## src/hw/rtl/rvdec_pkg.sv

```systemverilog
// Types and encodings shared by the RV32I decoder and its users.
package rvdec_pkg;

   // Request: one instruction word and the address it was fetched from
   typedef struct packed {
      logic [31:0] insn_word;
      logic [31:0] insn_addr;
   } req_type;

   // Decoded result
   typedef struct packed {
      logic               illegal;
      logic [5:0]         op_index;
      logic [4:0]         dest_reg;
      logic [4:0]         src1_reg;
      logic [4:0]         src2_reg;
      logic signed [31:0] immediate;
      logic [31:0]        target;
   } rsp_type;

   // Major opcodes
   localparam logic [6:0] OPC_LUI    = 7'h37;
   localparam logic [6:0] OPC_AUIPC  = 7'h17;
   localparam logic [6:0] OPC_JAL    = 7'h6F;
   localparam logic [6:0] OPC_JALR   = 7'h67;
   localparam logic [6:0] OPC_BRANCH = 7'h63;
   localparam logic [6:0] OPC_LOAD   = 7'h03;
   localparam logic [6:0] OPC_STORE  = 7'h23;
   localparam logic [6:0] OPC_ALUI   = 7'h13;
   localparam logic [6:0] OPC_ALUR   = 7'h33;
   localparam logic [6:0] OPC_SYSTEM = 7'h73;

   localparam logic [31:0] WORD_ECALL  = 32'h0000_0073;
   localparam logic [31:0] WORD_EBREAK = 32'h0010_0073;

   localparam logic [6:0] F7_BASE = 7'h00;
   localparam logic [6:0] F7_ALT  = 7'h20;

   // Mnemonic numbers
   localparam logic [5:0] OP_LUI    = 6'd0;
   localparam logic [5:0] OP_AUIPC  = 6'd1;
   localparam logic [5:0] OP_JAL    = 6'd2;
   localparam logic [5:0] OP_JALR   = 6'd3;
   localparam logic [5:0] OP_BEQ    = 6'd4;
   localparam logic [5:0] OP_BNE    = 6'd5;
   localparam logic [5:0] OP_BLT    = 6'd6;
   localparam logic [5:0] OP_BGE    = 6'd7;
   localparam logic [5:0] OP_BLTU   = 6'd8;
   localparam logic [5:0] OP_BGEU   = 6'd9;
   localparam logic [5:0] OP_LB     = 6'd10;
   localparam logic [5:0] OP_LH     = 6'd11;
   localparam logic [5:0] OP_LW     = 6'd12;
   localparam logic [5:0] OP_LBU    = 6'd13;
   localparam logic [5:0] OP_LHU    = 6'd14;
   localparam logic [5:0] OP_SB     = 6'd15;
   localparam logic [5:0] OP_SH     = 6'd16;
   localparam logic [5:0] OP_SW     = 6'd17;
   localparam logic [5:0] OP_ADDI   = 6'd18;
   localparam logic [5:0] OP_SLTI   = 6'd19;
   localparam logic [5:0] OP_SLTIU  = 6'd20;
   localparam logic [5:0] OP_XORI   = 6'd21;
   localparam logic [5:0] OP_ORI    = 6'd22;
   localparam logic [5:0] OP_ANDI   = 6'd23;
   localparam logic [5:0] OP_SLLI   = 6'd24;
   localparam logic [5:0] OP_SRLI   = 6'd25;
   localparam logic [5:0] OP_SRAI   = 6'd26;
   localparam logic [5:0] OP_ADD    = 6'd27;
   localparam logic [5:0] OP_SUB    = 6'd28;
   localparam logic [5:0] OP_SLL    = 6'd29;
   localparam logic [5:0] OP_SLT    = 6'd30;
   localparam logic [5:0] OP_SLTU   = 6'd31;
   localparam logic [5:0] OP_XOR    = 6'd32;
   localparam logic [5:0] OP_SRL    = 6'd33;
   localparam logic [5:0] OP_SRA    = 6'd34;
   localparam logic [5:0] OP_OR     = 6'd35;
   localparam logic [5:0] OP_AND    = 6'd36;
   localparam logic [5:0] OP_ECALL  = 6'd37;
   localparam logic [5:0] OP_EBREAK = 6'd38;
   localparam logic [5:0] OP_CSRRW  = 6'd39;
   localparam logic [5:0] OP_CSRRS  = 6'd40;
   localparam logic [5:0] OP_CSRRC  = 6'd41;
   localparam logic [5:0] OP_CSRRWI = 6'd42;
   localparam logic [5:0] OP_CSRRSI = 6'd43;
   localparam logic [5:0] OP_CSRRCI = 6'd44;

endpackage

```

## src/hw/rtl/rv32i_instruction_decoder.sv

```systemverilog
// RV32I instruction decoder: three-stage pipeline from word to decoded fields.
//
// Usage notes
// - Request channel: present req_data (instruction word and its address) with
//   start high; the request is taken at the clock edge where start is high and
//   busy is low. A new request may be taken on every cycle.
// - busy is high only while reset is held; the pipeline never backs up.
// - Result channel: rsp_valid strobes for one cycle with rsp_data. There is no
//   back-pressure: the receiver must take the result in that cycle.
// - A request goes through the stage 1, 2 and 3 registers to the result.
//   Throughput: one request per cycle, steady state, while reset is low.
// - Stage 1 registers the request, stage 2 classifies the word and builds the
//   immediate, stage 3 adds the immediate to the address for jal and branches.
//   The 32-bit target adder sets the depth of the last stage.
// - Illegal words give illegal = 1 with op_index, immediate and target zero;
//   register fields are always the raw slices.
// - Reset (synchronous, active high) drops every request in flight; payload
//   registers are not cleared.
module rv32i_instruction_decoder (
   input  logic              clock,
   input  logic              reset,
   input  logic              start,
   output logic              busy,
   input  rvdec_pkg::req_type req_data,
   output logic              rsp_valid,
   output rvdec_pkg::rsp_type rsp_data
);

   // ---------------------------------------------------------------- stage 1
   logic        v1_ff,    v1_in;
   logic [31:0] word1_ff;
   logic [31:0] addr1_ff;

   assign busy  = reset;
   assign v1_in = start && !busy;

   // ---------------------------------------------------------------- stage 2
   // Field slices of the registered word
   logic [6:0]  opc;
   logic [2:0]  f3;
   logic [6:0]  f7;
   logic [31:0] imm_i, imm_s, imm_b, imm_j, imm_u, imm_sh, imm_csr;

   // Decode results
   logic        legal;
   logic [5:0]  op;
   logic [31:0] imm;
   logic        has_tgt;

   logic        v2_ff;
   logic        bad2_ff,  bad2_in;
   logic [5:0]  op2_ff,   op2_in;
   logic [31:0] imm2_ff,  imm2_in;
   logic        tgt2_ff,  tgt2_in;
   logic [31:0] addr2_ff;
   logic [14:0] regs2_ff;   // rd, rs1, rs2

   assign opc = word1_ff[6:0];
   assign f3  = word1_ff[14:12];
   assign f7  = word1_ff[31:25];

   assign imm_i   = {{20{word1_ff[31]}}, word1_ff[31:20]};
   assign imm_s   = {{20{word1_ff[31]}}, word1_ff[31:25], word1_ff[11:7]};
   assign imm_b   = {{19{word1_ff[31]}}, word1_ff[31], word1_ff[7],
                     word1_ff[30:25], word1_ff[11:8], 1'b0};
   assign imm_j   = {{11{word1_ff[31]}}, word1_ff[31], word1_ff[19:12],
                     word1_ff[20], word1_ff[30:21], 1'b0};
   assign imm_u   = {word1_ff[31:12], 12'h000};
   assign imm_sh  = {27'd0, word1_ff[24:20]};
   assign imm_csr = {20'd0, word1_ff[31:20]};

   always_comb begin
      legal   = 1'b0;
      op      = rvdec_pkg::OP_LUI;
      imm     = '0;
      has_tgt = 1'b0;
      unique case (opc)
         rvdec_pkg::OPC_LUI: begin
            legal = 1'b1; op = rvdec_pkg::OP_LUI; imm = imm_u;
         end
         rvdec_pkg::OPC_AUIPC: begin
            legal = 1'b1; op = rvdec_pkg::OP_AUIPC; imm = imm_u;
         end
         rvdec_pkg::OPC_JAL: begin
            legal = 1'b1; op = rvdec_pkg::OP_JAL; imm = imm_j; has_tgt = 1'b1;
         end
         rvdec_pkg::OPC_JALR: begin
            legal = (f3 == 3'd0); op = rvdec_pkg::OP_JALR; imm = imm_i;
         end
         rvdec_pkg::OPC_BRANCH: begin
            imm     = imm_b;
            has_tgt = 1'b1;
            legal   = 1'b1;
            unique case (f3)
               3'd0:    op = rvdec_pkg::OP_BEQ;
               3'd1:    op = rvdec_pkg::OP_BNE;
               3'd4:    op = rvdec_pkg::OP_BLT;
               3'd5:    op = rvdec_pkg::OP_BGE;
               3'd6:    op = rvdec_pkg::OP_BLTU;
               3'd7:    op = rvdec_pkg::OP_BGEU;
               default: legal = 1'b0;
            endcase
         end
         rvdec_pkg::OPC_LOAD: begin
            imm   = imm_i;
            legal = 1'b1;
            unique case (f3)
               3'd0:    op = rvdec_pkg::OP_LB;
               3'd1:    op = rvdec_pkg::OP_LH;
               3'd2:    op = rvdec_pkg::OP_LW;
               3'd4:    op = rvdec_pkg::OP_LBU;
               3'd5:    op = rvdec_pkg::OP_LHU;
               default: legal = 1'b0;
            endcase
         end
         rvdec_pkg::OPC_STORE: begin
            imm   = imm_s;
            legal = 1'b1;
            unique case (f3)
               3'd0:    op = rvdec_pkg::OP_SB;
               3'd1:    op = rvdec_pkg::OP_SH;
               3'd2:    op = rvdec_pkg::OP_SW;
               default: legal = 1'b0;
            endcase
         end
         rvdec_pkg::OPC_ALUI: begin
            legal = 1'b1;
            imm   = imm_i;
            unique case (f3)
               3'd0: op = rvdec_pkg::OP_ADDI;
               3'd1: begin
                  op    = rvdec_pkg::OP_SLLI;
                  imm   = imm_sh;
                  legal = (f7 == rvdec_pkg::F7_BASE);
               end
               3'd2: op = rvdec_pkg::OP_SLTI;
               3'd3: op = rvdec_pkg::OP_SLTIU;
               3'd4: op = rvdec_pkg::OP_XORI;
               3'd5: begin
                  op    = (f7 == rvdec_pkg::F7_ALT) ? rvdec_pkg::OP_SRAI
                                                    : rvdec_pkg::OP_SRLI;
                  imm   = imm_sh;
                  legal = (f7 == rvdec_pkg::F7_BASE) || (f7 == rvdec_pkg::F7_ALT);
               end
               3'd6: op = rvdec_pkg::OP_ORI;
               3'd7: op = rvdec_pkg::OP_ANDI;
               default: legal = 1'b0;
            endcase
         end
         rvdec_pkg::OPC_ALUR: begin
            if (f7 == rvdec_pkg::F7_BASE) begin
               legal = 1'b1;
               unique case (f3)
                  3'd0:    op = rvdec_pkg::OP_ADD;
                  3'd1:    op = rvdec_pkg::OP_SLL;
                  3'd2:    op = rvdec_pkg::OP_SLT;
                  3'd3:    op = rvdec_pkg::OP_SLTU;
                  3'd4:    op = rvdec_pkg::OP_XOR;
                  3'd5:    op = rvdec_pkg::OP_SRL;
                  3'd6:    op = rvdec_pkg::OP_OR;
                  3'd7:    op = rvdec_pkg::OP_AND;
                  default: legal = 1'b0;
               endcase
            end else if (f7 == rvdec_pkg::F7_ALT && f3 == 3'd0) begin
               legal = 1'b1; op = rvdec_pkg::OP_SUB;
            end else if (f7 == rvdec_pkg::F7_ALT && f3 == 3'd5) begin
               legal = 1'b1; op = rvdec_pkg::OP_SRA;
            end
         end
         rvdec_pkg::OPC_SYSTEM: begin
            imm   = imm_csr;
            legal = 1'b1;
            unique case (f3)
               3'd0: begin
                  imm = '0;
                  if (word1_ff == rvdec_pkg::WORD_ECALL) begin
                     op = rvdec_pkg::OP_ECALL;
                  end else if (word1_ff == rvdec_pkg::WORD_EBREAK) begin
                     op = rvdec_pkg::OP_EBREAK;
                  end else begin
                     legal = 1'b0;
                  end
               end
               3'd1:    op = rvdec_pkg::OP_CSRRW;
               3'd2:    op = rvdec_pkg::OP_CSRRS;
               3'd3:    op = rvdec_pkg::OP_CSRRC;
               3'd5:    op = rvdec_pkg::OP_CSRRWI;
               3'd6:    op = rvdec_pkg::OP_CSRRSI;
               3'd7:    op = rvdec_pkg::OP_CSRRCI;
               default: legal = 1'b0;
            endcase
         end
         default: legal = 1'b0;   // fence and unknown opcodes
      endcase
   end

   // Illegal words carry zero op, immediate and no target
   assign bad2_in = !legal;
   assign op2_in  = legal ? op  : rvdec_pkg::OP_LUI;
   assign imm2_in = legal ? imm : 32'd0;
   assign tgt2_in = legal && has_tgt;

   // ---------------------------------------------------------------- stage 3
   logic               v3_ff;
   rvdec_pkg::rsp_type rsp_ff, rsp_in;

   always_comb begin
      rsp_in.illegal   = bad2_ff;
      rsp_in.op_index  = op2_ff;
      rsp_in.dest_reg  = regs2_ff[14:10];
      rsp_in.src1_reg  = regs2_ff[9:5];
      rsp_in.src2_reg  = regs2_ff[4:0];
      rsp_in.immediate = imm2_ff;
      rsp_in.target    = tgt2_ff ? (addr2_ff + imm2_ff) : 32'd0;
   end

   // ------------------------------------------------------------- registers
   always_ff @(posedge clock) begin
      if (reset) begin
         v1_ff <= 1'b0;
         v2_ff <= 1'b0;
         v3_ff <= 1'b0;
      end else begin
         v1_ff <= v1_in;
         v2_ff <= v1_ff;
         v3_ff <= v2_ff;
      end
   end

   always_ff @(posedge clock) begin
      if (v1_in) begin
         word1_ff <= req_data.insn_word;
         addr1_ff <= req_data.insn_addr;
      end
      if (v1_ff) begin
         bad2_ff  <= bad2_in;
         op2_ff   <= op2_in;
         imm2_ff  <= imm2_in;
         tgt2_ff  <= tgt2_in;
         addr2_ff <= addr1_ff;
         regs2_ff <= {word1_ff[11:7], word1_ff[19:15], word1_ff[24:20]};
      end
      if (v2_ff) begin
         rsp_ff <= rsp_in;
      end
   end

   assign rsp_valid = v3_ff;
   assign rsp_data  = rsp_ff;

   // ------------------------------------------------------------ assertions
   // Every accepted request comes out as a result
   a_latency: assert property (@(posedge clock) disable iff (reset)
      (start && !busy) |-> ##3 rsp_valid)
      else $error("accepted request did not produce a result");

   // No result without an earlier accepted request
   a_no_spurious: assert property (@(posedge clock) disable iff (reset)
      rsp_valid |-> $past(start && !busy, 3))
      else $error("result without request");

   // The rd and rs2 fields stay aligned with their word through the pipe
   a_fields: assert property (@(posedge clock) disable iff (reset)
      rsp_valid |-> (rsp_data.dest_reg == $past(req_data.insn_word[11:7], 3)
                  && rsp_data.src2_reg == $past(req_data.insn_word[24:20], 3)))
      else $error("register fields misaligned");

   // Illegal words have op_index, immediate and target zeroed
   a_illegal_zero: assert property (@(posedge clock) disable iff (reset)
      (rsp_valid && rsp_data.illegal) |->
         (rsp_data.op_index == rvdec_pkg::OP_LUI && rsp_data.immediate == 0
          && rsp_data.target == 32'd0))
      else $error("illegal result not zeroed");

   // Only jal and branches carry a target
   a_target_ops: assert property (@(posedge clock) disable iff (reset)
      (rsp_valid && rsp_data.target != 32'd0) |->
         (rsp_data.op_index == rvdec_pkg::OP_JAL
          || rsp_data.op_index == rvdec_pkg::OP_BEQ
          || rsp_data.op_index == rvdec_pkg::OP_BNE
          || rsp_data.op_index == rvdec_pkg::OP_BLT
          || rsp_data.op_index == rvdec_pkg::OP_BGE
          || rsp_data.op_index == rvdec_pkg::OP_BLTU
          || rsp_data.op_index == rvdec_pkg::OP_BGEU))
      else $error("target on a non-branch");

endmodule
```

## config.mk

```make
export PLATFORM = sky130hd
export DESIGN_NAME = rv32i_instruction_decoder
export DESIGN_NICKNAME = d
export VERILOG_FILES = /design/src/hw/rtl/rvdec_pkg.sv /design/src/hw/rtl/rv32i_instruction_decoder.sv
export SDC_FILE = /design/constraint.sdc
export NUM_CORES = 1
export LEC_CHECK = 0
export ABC_AREA = 1
export ABC_CLOCK_PERIOD_IN_PS = 7600
export BUFFER_PORTS_ARGS = -buffer_cell sky130_fd_sc_hd__buf_2
export CORE_MARGIN = 10
export CORE_UTILIZATION = 56
export DETAILED_ROUTE_END_ITERATION = 7
export PLACE_DENSITY = 0.78
export SLEW_MARGIN = 20
export SYNTH_ARGS = -nofsm -noshare
export SYNTH_HDL_FRONTEND = slang
export SYNTH_SLANG_ARGS = --single-unit
```

## constraint.sdc

```tcl
create_clock -name clock -period 7.6 [get_ports clock]
set_input_delay 0.38 -clock clock [delete_from_list [all_inputs] [get_ports clock]]
set_output_delay 0.38 -clock clock [all_outputs]
set_load 0.02 [all_outputs]
```

==> metrics.txt <==
status finished clean; final worst path period share 36.6%; Clk Latency, worst-skew pair approximately 0.52 ns; Die Y about 160 um; Max IR drop VDD ~0.00023 V; DRC Markers 0; Seq cells post-synth 245; share of layout cells above drive strength 1 19.1%; RSZ-0062 raised after global routing no; synth unique cells 37; initial DRC count 540; CP max-delay cell a21oi_2; Clk pwr share a little under two fifths; largest net degree at the start of global routing 88; routability congestion estimate from global placement roughly 0.94; post-synthesis cell count between 1000 and 1500; vias in the first global route 8281; Max Freq 0.360 GHz; I/O Buffers ~150; commonest non-fill, non-tap cell in the layout nand2_1; I/O pins between 150 and 200; die width 165 um; # diodes 0; GRT Max-Usage Layer met2; ANT nets after route 0; CP Cell Sequence nor2_4 > nand2_1 > nor2_1 > nand2_1 > a21oi_2 > nor2_1 > a21oi_2; LEAKAGE around 5.9 nW; Comb pwr share 11.8%; commonest non-fill, non-tap cells in the layout 322 x nand2_1, 237 x edfxtp_1, 160 x inv_1, 154 x buf_2, 126 x nor2_1; final setup fails 0; die area about 27000 sq um; Avg WL per Cell ~18 um; WS Path Type flip-flop to flip-flop; total CTS buffers 24; Global Route met2 Usage 36.5%; Sw Share between 20% and 30%; Overall Power roughly 3.2 mW; CTS Sinks ~250; min-delay worst type input pin to flip-flop; arrival time worst endpoint around 3.2 ns; Synth Net Count 1270; Worst EP required 7.97 ns; minimum clock period around 2.8 ns; Rows 52; post-route setup TNS 0 ns; GRT met1 Usage approximately a quarter; final count of pins violating max slew 0; detailed-route via count 8481; Initial DRT Pass Iterations 5; met3 usage under 10%; Area contributors post-synth edfxtp_1 61%, nand2_1 10%, inv_1 5.1%; area grow syn2layout 15.6%; Total GRT Usage 20.7%; Synth area leader edfxtp_1; Fillers 1621; Worst Clk Skew 0.0118 ns; worst path bufs/invs 0; Root Driver clkbuf_16; CP peak stage delay slightly above 0.7 ns; Fin. Hold Viols 0; initial antenna violation count 0; max_slew headroom roughly two fifths; htree depth 1; placeable core area between 20000 and 25000 sq um; Post-Syn Area 11700 sq um; count of hold-fix buffers inserted at cts 0; max-cap violation count 0; Avg Cell Area, Syn 10.0 sq um; critical-path maximum fanout 20; Final nets 1437; sequential share of the synthesized area approximately 62%; PD cells 234 nW/um^2; family with the most delay on the worst path simple AND/OR/NAND/NOR gates; clock-pin transition on the worst setup and hold timing paths about 0.06 ns; Yosys top cell area share 60.8%; Ys Warns 0; initial core utilization between 50% and 60%; Psw a little under 0.8 mW; clk buf depth 3; via/cell ratio around 5.2; DPL Wire Length approximately 22000 um; Slew @ Worst Pin approximately 0.88 ns; CTS tree done; sequential share of power around half; first-pass GRT wire length ~44000 um; area taken by multi-input logic gates between 3000 and 4000 sq um; Sequential Area about 7300 sq um; Int Power between 2 and 2.5 mW; critical path launch point type flip-flop; Setup crit end kind flip-flop; final WL 28500 um; Setup Fix Bufs, Post-CTS 0; grt total ovfl 0; post_cts resized 0
[metrics by stage]
stage | cells | util (%) | setup WS [ns] | hold slack [ns] | instance area [sq um]
3_5_place_dp | 1576 | 62.3 | 4.84 | 0.405 | 12700
2_1_floorplan | 1166 | - | 2.97 | 0.400 | 11700
6_report | 1620 | 66.3 | 4.82 | 0.0286 | 13500
3_3_place_gp | 1576 | 62.3 | 4.92 | 0.402 | 12700
5_1_grt | 1620 | 66.3 | 4.57 | 0.0121 | 13500
4_1_cts | 1619 | 66.2 | 4.79 | 0.0123 | 13500
[flip-flops by register name, indices dropped and copies added (netlist names), named ones only]
register / cells
addr1_ff: 32
addr2_ff: 32
bad2_ff: 1
imm2_ff: 32
op2_ff: 6
regs2_ff: 15
rsp_data: 86
rsp_valid: 1
tgt2_ff: 1
v1_ff: 1
v2_ff: 1
word1_ff: 32
[cell type report]
cell class,count,share of cell area [%]
clock buffers,28,4.70
clock inverters,15,1.09
inverters,166,4.60
multi-input cells,738,27.3
flip-flops and latches,245,53.8
well taps,270,2.50
repair buffers,158,6.01
[worst register-to-register path: cells and delay by family, from the launching register on]
kind            cells  cell delay, ns
simple gates        5            1.28
compound gates      2            0.85
flops               1            0.49
[logic make-up after synthesis]
kind of cell	count (synthesis)	share of synthesized area [%]
XOR/XNOR	2	0.150
flip-flops	245	62.2
adder cells (fa/ha/maj)	37	4.02
buffers and inverters	183	6.35
AO/OA/AOI/OAI	147	7.58
AND/OR/NAND/NOR	552	19.8
[layer usage]
layer  share of wire [%]  vias to the layer above
met3                 5.9                       66
met2                  50                      273
met1                  40                     3942
met5                   0                        -
li1                    -                     4200
met4                 3.5                        0
[cell usage after synthesis, drive strengths merged]
| master | number |
|---|---|
| buf | 13 |
| a21oi | 82 |
| o22ai | 5 |
| nand4 | 5 |
| clkbuf | 4 |
| xor2 | 1 |
| a31oi | 2 |
| fa | 1 |
| a21boi | 1 |
| dfxtp | 8 |
| nand2 | 337 |
| and2 | 5 |
| o21ai | 49 |
| o211ai | 2 |
| nand3 | 54 |
| xnor2 | 1 |
| o21bai | 1 |
| and3 | 1 |
| inv | 166 |
| nor3 | 9 |
| nor2 | 137 |
| ha | 36 |
| edfxtp | 237 |
| nand3b | 4 |
| o21a | 3 |
| a21o | 2 |
[power by group through the flow]
stage	sequential, mW	combinational (mW)	clock [mW]
final	1.62	0.374	1.18
after floorplan	1.66	0.234	0
after global placement	1.65	0.363	0
after CTS	1.62	0.369	1.20
after global routing	1.63	0.424	1.25
after detailed placement	1.65	0.367	0
[final timing paths]
check	to	cells past startpoint	start	slack, ns
worst max-delay path	imm2_ff[27]	7	word1_ff[6]	4.82
worst min-delay path	word1_ff[4]	1	req_data[36]	0.03
worst max register to register	imm2_ff[27]	7	word1_ff[6]	4.82
worst min register to register	rsp_data[82]	0	op2_ff[3]	0.42
(Power assumes the default switching activity.)
